## config.mk

```make
export PLATFORM = sky130hd
export DESIGN_NAME = hjpl_ctrl
export DESIGN_NICKNAME = d
export VERILOG_FILES = /design/src/rtl/core/hjpl_pkg.sv /design/src/rtl/core/hjpl_ctrl.sv
export SDC_FILE = /design/constraint.sdc
export NUM_CORES = 1
export LEC_CHECK = 0
export ABC_AREA = 1
export ABC_CLOCK_PERIOD_IN_PS = 1500
export BUFFER_PORTS_ARGS = -buffer_cell sky130_fd_sc_hd__buf_2
export CAP_MARGIN = 40
export CORE_AREA = 2 2 39 41
export DETAILED_ROUTE_END_ITERATION = 8
export DIE_AREA = 0 0 41 43
export GPL_ROUTABILITY_DRIVEN = 0
export PLACE_DENSITY = 0.68
export SETUP_SLACK_MARGIN = 0.5
export SLEW_MARGIN = 20
export SYNTH_ARGS = -nofsm -noshare
export SYNTH_HDL_FRONTEND = slang
export SYNTH_SLANG_ARGS = --single-unit
export TNS_END_PERCENT = 10
```

## constraint.sdc

```tcl
create_clock -name clk_i -period 1.5 [get_ports clk_i]
set_input_delay 0.225 -clock clk_i [delete_from_list [all_inputs] [get_ports clk_i]]
set_output_delay 0.225 -clock clk_i [all_outputs]
set_load 0.05 [all_outputs]
```

## src/rtl/core/hjpl_pkg.sv

```systemverilog
`timescale 1ns / 1ps
`default_nettype none

package hjpl_pkg;

  // Fixed field widths.
  localparam int unsigned KEY_W    = 32;
  localparam int unsigned FIELD_W  = 32;
  localparam int unsigned CNT_W    = 11;
  localparam int unsigned EMIT_W   = 6;
  localparam int unsigned SHIFT_W  = 5;
  localparam int unsigned CFG_IDX_W = 2;

  // Marker for an empty slot.
  localparam logic [KEY_W-1:0] EMPTY_KEY = '1;
  localparam logic [CNT_W-1:0] COUNT_MAX = '1;

  // Operation codes of an input item.
  localparam logic OP_LOAD  = 1'b0;
  localparam logic OP_PROBE = 1'b1;

  // Status codes of a final result.
  localparam logic [1:0] STATUS_OK       = 2'd0;
  localparam logic [1:0] STATUS_BEYOND   = 2'd1;
  localparam logic [1:0] STATUS_NO_EMPTY = 2'd2;

  // Configuration register indexes.
  localparam logic [CFG_IDX_W-1:0] CFG_HASH_FACTOR = 2'd0;
  localparam logic [CFG_IDX_W-1:0] CFG_HASH_SHIFT  = 2'd1;
  localparam logic [CFG_IDX_W-1:0] CFG_SLOT_COUNT  = 2'd2;
  localparam logic [CFG_IDX_W-1:0] CFG_EARLY_BREAK = 2'd3;

  // Configuration reset values.
  localparam logic [31:0]        RST_HASH_FACTOR = 32'd0;
  localparam logic [SHIFT_W-1:0] RST_HASH_SHIFT  = 5'd22;
  localparam logic [CNT_W-1:0]   RST_SLOT_COUNT  = 11'd1024;

  typedef struct packed {
    logic              operation;
    logic [9:0]        slot_index;
    logic [KEY_W-1:0]  item_key;
    logic [FIELD_W-1:0] item_payload;
  } in_item_t;

  typedef struct packed {
    logic               is_match;
    logic [FIELD_W-1:0] build_payload;
    logic [FIELD_W-1:0] probe_payload;
    logic [CNT_W-1:0]   match_count;
    logic [1:0]         probe_status;
    logic               last;
  } out_item_t;

  // Commands from the controller to the datapath.
  typedef struct packed {
    logic       clear_step;
    logic       load_wr;
    logic       probe_cap;
    logic       hash_calc;
    logic       walk_start;
    logic       walk_adv;
    logic       count_hit;
    logic       push_match;
    logic       push_final;
    logic [1:0] final_status;
  } cmd_t;

  // Status from the datapath to the controller.
  typedef struct packed {
    logic clear_last;
    logic beyond;
    logic slot_empty;
    logic slot_hit;
    logic walk_last;
    logic emit_room;
    logic out_free;
    logic early_break;
  } sts_t;

endpackage

`default_nettype wire

```

## src/rtl/core/hjpl_ctrl.sv

```systemverilog
`timescale 1ns / 1ps
`default_nettype none

module hjpl_ctrl (
  input  wire logic          clk_i,
  input  wire logic          rst_ni,
  input  wire logic          in_valid_i,
  input  wire logic          in_op_i,
  output logic               in_ready_o,
  input  wire hjpl_pkg::sts_t sts_i,
  output hjpl_pkg::cmd_t     cmd_o
);

  typedef enum logic [2:0] {
    ST_CLEAR,
    ST_IDLE,
    ST_HASH,
    ST_START,
    ST_WALK,
    ST_FINAL
  } state_e;

  state_e     state_q, state_d;
  logic       ready_q, ready_d;
  logic [1:0] status_q, status_d;
  logic       accept;

  assign accept     = in_valid_i & ready_q;
  assign in_ready_o = ready_q;

  // Next state, commands and the held final status.
  always_comb begin
    state_d  = state_q;
    ready_d  = ready_q;
    status_d = status_q;
    cmd_o    = '0;
    cmd_o.final_status = status_q;
    unique case (state_q)
      ST_CLEAR: begin
        cmd_o.clear_step = 1'b1;
        if (sts_i.clear_last) begin
          state_d = ST_IDLE;
          ready_d = 1'b1;
        end
      end
      ST_IDLE: begin
        if (accept) begin
          if (in_op_i == hjpl_pkg::OP_LOAD) begin
            cmd_o.load_wr = 1'b1;
          end else begin
            cmd_o.probe_cap = 1'b1;
            ready_d = 1'b0;
            state_d = ST_HASH;
          end
        end
      end
      ST_HASH: begin
        cmd_o.hash_calc = 1'b1;
        state_d = ST_START;
      end
      ST_START: begin
        if (sts_i.beyond) begin
          status_d = hjpl_pkg::STATUS_BEYOND;
          state_d  = ST_FINAL;
        end else begin
          cmd_o.walk_start = 1'b1;
          state_d = ST_WALK;
        end
      end
      ST_WALK: begin
        if (sts_i.slot_empty) begin
          status_d = hjpl_pkg::STATUS_OK;
          state_d  = ST_FINAL;
        end else if (sts_i.slot_hit && sts_i.emit_room && !sts_i.out_free) begin
          // A match waits here until the result register frees up.
          state_d = ST_WALK;
        end else begin
          if (sts_i.slot_hit) begin
            cmd_o.count_hit  = 1'b1;
            cmd_o.push_match = sts_i.emit_room;
          end
          if (sts_i.slot_hit && sts_i.early_break) begin
            status_d = hjpl_pkg::STATUS_OK;
            state_d  = ST_FINAL;
          end else if (sts_i.walk_last) begin
            status_d = hjpl_pkg::STATUS_NO_EMPTY;
            state_d  = ST_FINAL;
          end else begin
            cmd_o.walk_adv = 1'b1;
          end
        end
      end
      ST_FINAL: begin
        if (sts_i.out_free) begin
          cmd_o.push_final = 1'b1;
          ready_d = 1'b1;
          state_d = ST_IDLE;
        end
      end
      default: begin
        state_d = ST_CLEAR;
        ready_d = 1'b0;
      end
    endcase
  end

  // State and registered outputs.
  always_ff @(posedge clk_i or negedge rst_ni) begin
    if (!rst_ni) begin
      state_q  <= ST_CLEAR;
      ready_q  <= 1'b0;
      status_q <= hjpl_pkg::STATUS_OK;
    end else begin
      state_q  <= state_d;
      ready_q  <= ready_d;
      status_q <= status_d;
    end
  end

endmodule

`default_nettype wire

```

==> flow_metrics.py, run 1 <==
metrics = {
    "run_status": {
        "status": "finished with violations",
        "violations": "negative setup slack",
    },
    "yosys": {
        "netlist_top_cells_area": "dfrtp_1 29%, nand2_1 20%, inv_1 8.0%",
        "syn_avg_cell_area_um2": 6.33,
        "netlist.area_leader.share_pct": 29.3,
        "ys_warn_count": 0,
        "yosysTopAreaCell": "dfrtp_1",
        "yosys.cell_types.count": 15,
        "synth_area_um2": 513,
        "synth_nets": 93,
        "netlist_instances": 81,
        "ys_seq_area_share_pct": 29.3,
        "ys_seq_elements": 6,
    },
    "sta": {
        "skew_ns": 0.00723,
        "min_period_ns": 1.54,
        "drv_slew": 0,
        "post-route-worst-setup-slack_ns": -0.0375,
        "period_share_pct": 103,
        "tightest_slew_ns": 0.246,
        "rsz0062_at_grt": "yes",
        "setup_viol_count_final": 3,
        "hold_viol": 0,
        "fin_tns_setup_ns": -0.0808,
        "max-slew-margin-rel_pct": 83.7,
        "fmax_ghz": 0.650,
    },
    "floorplan": {
        "fp.dieW_um": 41,
        "start_util_pct": 37.1,
        "num_rows": 14,
        "core_area_um2": 1380,
        "die_y_um": 43,
        "io_pins": 24,
        "die_area_um2": 1760,
    },
    "power": {
        "pwr-share-seq_pct": 19.2,
        "switchingPower_w": 0.000919,
        "p_comb_share_pct": 71.5,
        "p_sw_share_pct": 53.7,
        "cellPowerDensity_nw_per_um2": 1850,
        "p_int_w": 0.000791,
        "clockPowerShare_pct": 9.4,
        "cellLeakagePower_nw": 0.512,
        "vdd_drop_max_mv": 0.916,
    },
    "routing": {
        "drt-wirelength-per-cell_um": 9.42,
        "ant_nets": 0,
        "top_layer": "met3",
        "wl_met2_um": 642,
        "via_per_inst": 4.50,
        "wl_met1_um": 566,
        "dr_total_vias": 603,
        "drt_iter0_markers": 13,
        "route.met3.wl_um": 53,
        "drc": 0,
        "wl_mm": 1.26,
        "dr.pass1.iters": 5,
    },
    "worst_setup_path": {
        "critPathLaunchType": "register",
        "worstPathMaxFanout": 4,
        "cp-end-kind": "output port",
        "critPathRequiredTime_ns": 1.27,
        "cp_slowest_cell": "dfrtp_2",
        "cp_data_arrival_time_ns": 1.31,
        "path_cells": "nor2_4, nand2_4, nor2_4, nand3_4, inv_4, buf_8",
        "path_common_cell": "nor2_4",
        "worst_path_largest_cell_delay_ns": 0.43,
        "crit_type": "reg -> out",
    },
    "global_routing": {
        "grt_overflow": 0,
        "grt_start_max_net_pins": 7,
        "grt_pass1_wl_mm": 2.11,
        "grt_pass1_vias": 547,
        "grt_usage_pct": 17.4,
        "antenna_found_initial": 0,
    },
    "cts": {
        "numCtsBuffers": 3,
        "htreeDepth": 1,
        "clk_path_buf_depth": 2,
        "clk_latency_ns": 0.24,
        "clkTransAtPathRegs_ns": 0.04,
        "clock_sinks": 6,
        "clockRootBuffer": "clkbuf_4",
        "cts_tree": "done",
    },
    "final_layout": {
        "fillCellCount": 130,
        "fin_cells": 134,
        "nets": 131,
        "n_antenna_cell": 0,
        "multi_input_area_um2": 387,
        "ff_latch_area_um2": 155,
        "final_layout_size_suffix_gt1_share_pct": 57.6,
        "areaGrowthSynthToFinish_pct": 79.8,
    },
    "placement": {
        "io_buffers": 23,
        "dp_hpwl_mm": 1.02,
        "dp_cells": 123,
    },
    "flow_run": {
        "drv_cap": 0,
    },
    "hold_path": {
        "hold_class": "in -> reg",
    },
}
cells in the final DEF (no fill, tap or decap), drive strengths merged:
cell / n
buf: 32
clkbuf: 4
dfrtp: 6
dlygate4sd3: 1
inv: 15
nand2: 32
nand3: 11
nand3b: 1
nor2: 13
nor3: 2
o21ai: 1
critical path, delay by kind of cell, from the launching register on:
kind | cells | cell delay [ns]
buffers and inverters | 2 | 0.19
AND/OR/NAND/NOR | 4 | 0.44
flip-flops | 1 | 0.43
power by group through the flow:
stage | Combinational [W] | Sequential [W] | Clock [W]
6_report | 0.00122 | 0.000328 | 0.000160
3_3_place_gp | 0.000998 | 0.000299 | 0
3_5_place_dp | 0.00100 | 0.000305 | 0
4_1_cts | 0.00118 | 0.000307 | 0.000169
5_1_grt | 0.00133 | 0.000337 | 0.000181
2_1_floorplan | 0.000691 | 0.000399 | 0
synthesized netlist by cell type (all sizes together):
cell	number
nor3	2
nand3b	1
o21ai	1
nor2	13
clkinv	1
nand2	32
dfrtp	6
inv	14
nand3	11
sequential cells by signal, indices dropped and copies added (netlist names):
signal      count
in_ready_o      1
state_q         3
status_q        2
final cells by class:
type,instances,share of cell area [%]
multi-input combinational,60,41.9
clock buffer,4,2.85
inverter,15,6.65
timing repair buffer,33,29.6
tap,16,2.17
sequential,6,16.8
worst paths after layout:
kind | from | end | slack, ns | cells after the start
worst max-delay path | state_q[0] | cmd_o[5] | -0.04 | 6
worst min-delay path | sts_i[3] | status_q[1] | 0.24 | 3
worst max register to register | state_q[0] | status_q[0] | 0.21 | 10
worst min register to register | in_ready_o | in_ready_o | 0.50 | 2
max in group asynchronous | rst_ni | state_q[2] | 1.00 | 2
min in group asynchronous | rst_ni | in_ready_o | 0.33 | 2
cell families (layout without fill, tap and decap cells):
family | after synthesis | count (layout) | synth area share (%)
and+or+nand+nor | 59 | 59 | 58.8
DFF | 6 | 6 | 29.3
buffers and inverters | 15 | 52 | 11.0
AOI/OAI and AO/OA | 1 | 1 | 0.975
routing by layer:
metal	GRT usage, %	vias up
met3	3.66	0
li1	-	322
met5	0	-
met2	27.5	16
met1	21.6	265
met4	8.00	0
metrics by stage:
stage                     setup WS, ns  cell area (um2)  utilization [%]  power, W  hold slack, ns
after floorplan                -0.0110              562                -   0.00109         -0.0706
after global placement          0.0445              719             52.0   0.00130          0.0538
after detailed placement        0.0150              719             52.0   0.00131          0.0565
after CTS                       -0.111              865             62.5   0.00165           0.230
after global routing            -0.100              922             66.6   0.00185           0.240
final                          -0.0375              922             66.6   0.00171           0.235
repair_timing:
action / in CTS / in global routing
hold endpoints to repair: 6 / 0
buffers inserted: 3 / 3
gates resized for setup: 29 / 12
endpoints found under the setup margin: 18 / 18
hold buffers: 1 / 0
pin swaps: 6 / 6
No activity file was read; power rests on OpenSTA's default activity.
==> inputs of run 2 (changes only) <==
--- a/config.mk
+++ b/config.mk
@@ -6,7 +6,7 @@
 export NUM_CORES = 1
 export LEC_CHECK = 0
 export ABC_AREA = 1
-export ABC_CLOCK_PERIOD_IN_PS = 1500
+export ABC_CLOCK_PERIOD_IN_PS = 1600
 export BUFFER_PORTS_ARGS = -buffer_cell sky130_fd_sc_hd__buf_2
 export CAP_MARGIN = 40
 export CORE_AREA = 2 2 39 41
==> constraint.sdc (replaced) <==
create_clock -name clk_i -period 1.6 [get_ports clk_i]
set_input_delay 0.24 -clock clk_i [delete_from_list [all_inputs] [get_ports clk_i]]
set_output_delay 0.24 -clock clk_i [all_outputs]
set_load 0.005 [all_outputs]
==> flow_metrics.py, run 2 (synthesis results as in run 1) <==
metrics = {
    "final_layout": {
        "final_cell_mix": "25 x nand2_1, 22 x buf_2, 13 x buf_4, 10 x inv_1",
        "fillCellCount": 132,
        "n_antenna_cell": 0,
        "final_common_cell": "nand2_1",
        "largest_reg_flops": 3,
        "areaGrowthSynthToFinish_pct": 62.2,
        "final_layout_size_suffix_gt1_share_pct": 52.5,
        "largest-register": "state_q",
        "nets": 136,
    },
    "power": {
        "vdd_drop_max_mv": 0.965,
        "p_comb_share_pct": 67.7,
        "cellPowerDensity_nw_per_um2": 1610,
        "pwr-share-seq_pct": 22.2,
        "p_sw_share_pct": 46.3,
        "clockPowerShare_pct": 10.1,
        "switchingPower_w": 0.000622,
        "cellLeakagePower_nw": 0.508,
        "p_int_w": 0.000721,
    },
    "sta": {
        "drv_slew": 0,
        "tightest_slew_ns": 0.341,
        "post-route-worst-setup-slack_ns": 0.109,
        "rsz0062_at_grt": "yes",
        "whs_ns": 0.247,
        "min_period_ns": 1.49,
        "period_share_pct": 93.2,
        "skew_ns": 0.000289,
        "fin_tns_setup_ns": 0,
        "setup_viol_count_final": 0,
        "fmax_ghz": 0.671,
        "hold_viol": 0,
        "max-slew-margin-rel_pct": 77.3,
    },
    "cts": {
        "numCtsBuffers": 3,
        "clkTransAtPathRegs_ns": 0.04,
        "clockRootBuffer": "clkbuf_4",
        "clock_sinks": 6,
        "clk_latency_ns": 0.24,
        "cts_tree": "done",
        "clk_path_buf_depth": 2,
        "htreeDepth": 1,
    },
    "routing": {
        "drt_iter0_markers": 19,
        "dr_total_vias": 631,
        "wl_mm": 1.46,
        "dr.pass1.iters": 4,
        "ant_nets": 0,
        "drc": 0,
        "via_per_inst": 4.57,
        "drt-wirelength-per-cell_um": 10.6,
    },
    "global_routing": {
        "grt_overflow": 0,
        "grt_usage_pct": 21.1,
        "grt_start_max_net_pins": 7,
        "grt_pass1_vias": 625,
        "antenna_found_initial": 0,
        "grt_pass1_wl_mm": 2.55,
    },
    "hold_path": {
        "hold_class": "in -> reg",
    },
    "floorplan": {
        "start_util_pct": 37.1,
        "io_pins": 24,
        "die_area_um2": 1760,
        "core_area_um2": 1380,
        "fp.dieW_um": 41,
        "die_y_um": 43,
        "num_rows": 14,
    },
    "worst_setup_path": {
        "worst_path_largest_cell_delay_ns": 0.43,
        "cp_data_arrival_time_ns": 1.25,
        "crit_buf_inv": 4,
        "critPathLaunchType": "register",
        "cp_slowest_cell": "dfrtp_2",
        "path_common_cell": "buf_4",
        "critPathRequiredTime_ns": 1.36,
        "crit_type": "reg -> out",
        "path_cells": "nor2_4, buf_4, buf_4, nand2_1, inv_1, buf_2",
        "worstPathMaxFanout": 3,
        "path_delay_family": "flip-flops",
        "cp-end-kind": "output port",
    },
    "placement": {
        "io_buffers": 23,
        "dpl_worst_slack_ns": 0.259,
        "dp_hpwl_mm": 1.01,
    },
    "flow_run": {
        "drv_cap": 0,
    },
    "run_status": {
        "status": "completed",
    },
}
run 2: cell count changes in the layout (fill, tap and decap cells not counted), moves of 3 or more:
cell | before | now
buf_2 | 12 | 22
buf_4 | 8 | 13
buf_6 | 10 | 2
nand2_1 | 22 | 25
nor2_1 | 5 | 8
run 2: worst reg2reg max path, stage by stage, from the launching register on:
cell	delay, ns
dfrtp_2	0.43
inv_2	0.10
nor2_4	0.05
buf_4	0.13
buf_4	0.13
nand3_2	0.07
nand2_2	0.07
nor2_4	0.15
nand2_2	0.08
nand2_1	0.06
nand2_1	0.05
run 2: layout make-up:
class	instances	area, um2	area share [%]
Clock buffer	3	22.5	2.71
Inverter	15	57.6	6.92
Multi-Input combinational cell	60	339	40.8
Sequential cell	6	153	18.3
Tap cell	16	20.0	2.41
Timing Repair Buffer	38	240	28.9
run 2: power by group through the flow:
stage	clock network [W]	logic [W]	registers, W
finish	0.000136	0.000909	0.000298
global route	0.000153	0.00101	0.000306
CTS	0.000143	0.000845	0.000290
detailed placement	0	0.000640	0.000288
global placement	0	0.000634	0.000287
floorplan	0	0.000467	0.000282
run 2: timing repair:
item,CTS,global route
setup buffers,12,2
gates resized for setup,7,6
endpoints found under the setup margin,15,15
cloned,0,0
hold buffers,1,0
pin swaps,3,3
hold endpoints to repair,6,0
run 2: worst paths after layout:
kind	from	end	slack, ns	cells after the start
max	state_q[1]	cmd_o[10]	0.11	6
max in group asynchronous	rst_ni	state_q[0]	1.09	2
min	sts_i[3]	status_q[1]	0.25	3
min in group asynchronous	rst_ni	in_ready_o	0.36	2
max reg2reg	state_q[0]	state_q[0]	0.18	10
min reg2reg	status_q[0]	status_q[0]	0.47	2
run 2: routing by layer:
metal | part of all wire [%] | track usage [%] | up-vias | wire (um)
li1 | - | - | 326 | -
met1 | 40 | 25.2 | 282 | 586
met2 | 54 | 33.8 | 23 | 787
met3 | 5.6 | 5.24 | 0 | 82
met4 | 0 | 9.33 | 0 | 0
met5 | 0 | 0 | - | 0
run 2: metrics by stage:
| stage | total power (W) | std cells | cell area (um2) | util [%] |
|---|---|---|---|---|
| global route | 0.00147 | 138 | 832 | 60.1 |
| CTS | 0.00128 | 136 | 800 | 57.8 |
| finish | 0.00134 | 138 | 832 | 60.1 |
| global placement | 0.000921 | 120 | 653 | 47.2 |
| detailed placement | 0.000928 | 120 | 653 | 47.2 |
| floorplan | 0.000750 | 81 | 518 | - |
==> inputs of run 3 (changes only) <==
==> constraint.sdc (replaced) <==
create_clock -name clk_i -period 1.6 [get_ports clk_i]
set_input_delay 0.32 -clock clk_i [delete_from_list [all_inputs] [get_ports clk_i]]
set_output_delay 0.32 -clock clk_i [all_outputs]
set_load 0.005 [all_outputs]
==> flow_metrics.py, run 3 (synthesis results as in run 1) <==
metrics = {
    "worst_setup_path": {
        "worstPathMaxFanout": 3,
        "ff2ff_path_depth": 10,
        "cp_data_arrival_time_ns": 1.27,
        "worst_path_largest_cell_delay_ns": 0.44,
        "critPathRequiredTime_ns": 1.28,
        "cp_slowest_cell": "dfrtp_2",
        "path_cells": "nor2_4, buf_4, buf_4, nand2_1, inv_1, buf_2",
        "cp-end-kind": "output port",
        "critPathLaunchType": "register",
        "crit_type": "reg -> out",
        "path_common_cell": "buf_4",
    },
    "power": {
        "cellLeakagePower_nw": 0.514,
        "total_power_w": 0.00142,
        "switchingPower_w": 0.000669,
        "pwr-share-seq_pct": 21.4,
        "vdd_drop_max_mv": 0.989,
        "clockPowerShare_pct": 9.6,
        "cellPowerDensity_nw_per_um2": 1630,
        "p_comb_share_pct": 69.0,
        "p_int_w": 0.000749,
        "p_sw_share_pct": 47.2,
    },
    "hold_path": {
        "hold_class": "in -> reg",
        "hold_depth": 3,
    },
    "final_layout": {
        "nets": 136,
        "final_layout_size_suffix_gt1_share_pct": 57.4,
        "largest-register": "state_q",
        "n_antenna_cell": 0,
        "fin_cells": 138,
        "fillCellCount": 127,
        "areaGrowthSynthToFinish_pct": 69.8,
        "final_common_cell": "buf_2",
        "largest_reg_flops": 3,
        "final_cell_mix": "22 x buf_2, 21 x nand2_1, 12 x buf_4, 10 x inv_1, 8 x nor2_1",
    },
    "routing": {
        "via_per_inst": 4.67,
        "dr.pass1.iters": 4,
        "dr_total_vias": 644,
        "wl_mm": 1.57,
        "drc": 0,
        "drt_iter0_markers": 11,
        "ant_nets": 0,
        "drt-wirelength-per-cell_um": 11.4,
    },
    "global_routing": {
        "grt_usage_pct": 21.1,
        "antenna_found_initial": 0,
        "grt_overflow": 0,
        "grt_pass1_wl_mm": 2.55,
        "grt_start_max_net_pins": 7,
        "grt_pass1_vias": 625,
    },
    "cts": {
        "cts_tree": "done",
        "numCtsBuffers": 3,
        "clkTransAtPathRegs_ns": 0.04,
        "clock_sinks": 6,
        "htreeDepth": 1,
        "clockRootBuffer": "clkbuf_4",
        "clk_latency_ns": 0.24,
        "clk_path_buf_depth": 2,
    },
    "sta": {
        "hold_viol": 0,
        "rsz0062_at_grt": "yes",
        "period_share_pct": 99.3,
        "max-slew-margin-rel_pct": 77.3,
        "whs_ns": 0.327,
        "tightest_slew_ns": 0.340,
        "setup_viol_count_final": 0,
        "min_period_ns": 1.59,
        "fmax_ghz": 0.630,
        "drv_slew": 0,
        "skew_ns": 0.000350,
        "fin_tns_setup_ns": 0,
    },
    "floorplan": {
        "num_rows": 14,
        "die_area_um2": 1760,
        "fp.dieW_um": 41,
        "io_pins": 24,
        "die_y_um": 43,
        "start_util_pct": 37.1,
        "core_area_um2": 1380,
    },
    "placement": {
        "dp_hpwl_mm": 1.01,
        "dp_cells": 120,
        "io_buffers": 23,
    },
    "run_status": {
        "status": "completed",
    },
    "flow_run": {
        "drv_cap": 0,
    },
}
run 3: cell types whose count changed in the layout (fill, tap and decap cells not counted):
cell | before | now
nand2_1 | 25 | 21
nand2_4 | 1 | 4
nand3_1 | 8 | 6
nand3_2 | 2 | 4
buf_4 | 13 | 12
buf_6 | 2 | 3
nand2_2 | 6 | 7
run 3: worst paths after layout:
| path | slack [ns] | to | startpoint |
|---|---|---|---|
| worst min register to register | 0.47 | status_q[0] | status_q[0] |
| max in group asynchronous | 1.01 | state_q[0] | rst_ni |
| worst max-delay path | 0.01 | cmd_o[10] | state_q[1] |
| worst min-delay path | 0.33 | status_q[1] | sts_i[3] |
| worst max register to register | 0.11 | state_q[0] | state_q[1] |
| min in group asynchronous | 0.43 | in_ready_o | rst_ni |
run 3: power groups by stage:
stage	clock (W)	combinational (W)	sequential, W
global placement	0	0.000634	0.000287
floorplan	0	0.000467	0.000282
global route	0.000153	0.00108	0.000309
finish	0.000136	0.000979	0.000303
detailed placement	0	0.000640	0.000288
CTS	0.000143	0.000845	0.000290
run 3: final cells by class:
cell class	count	area, um2	area share (%)
multi-input cells	60	374	43.0
repair buffers	38	244	28.0
flip-flops and latches	6	153	17.5
inverters	15	57.6	6.61
clock buffers	3	22.5	2.59
well taps	16	20.0	2.30
run 3: layer usage:
layer	wire length [um]	vias to the layer above	part of all wire (%)	GRT usage (%)
li1	-	327	-	-
met1	593	290	38	25.2
met2	860	23	55	33.8
met3	80	4	5.1	5.24
met4	37	0	2.4	9.33
met5	0	-	0	0
run 3: through the flow:
| stage | worst slack (ns) | utilization, % | instance area (um2) |
|---|---|---|---|
| 5_1_grt | -0.0626 | 62.9 | 871 |
| 3_3_place_gp | 0.198 | 47.2 | 653 |
| 6_report | 0.0115 | 62.9 | 871 |
| 4_1_cts | 0.0395 | 57.8 | 800 |
| 2_1_floorplan | 0.342 | - | 518 |
| 3_5_place_dp | 0.179 | 47.2 | 653 |
run 3: repair_timing:
| item | 4_1_cts | 5_1_grt |
|---|---|---|
| hold endpoints to repair | 6 | 0 |
| buffers inserted | 12 | 2 |
| endpoints found under the setup margin | 15 | 16 |
| hold buffers | 1 | 0 |
| pin swaps | 3 | 10 |
| resized for setup | 7 | 16 |
run 3: critical path, delay by kind of cell (launching register included):
kind	cells	cell delay, ns
AND/OR/NAND/NOR	2	0.22
buffers and inverters	4	0.38
flip-flops	1	0.44
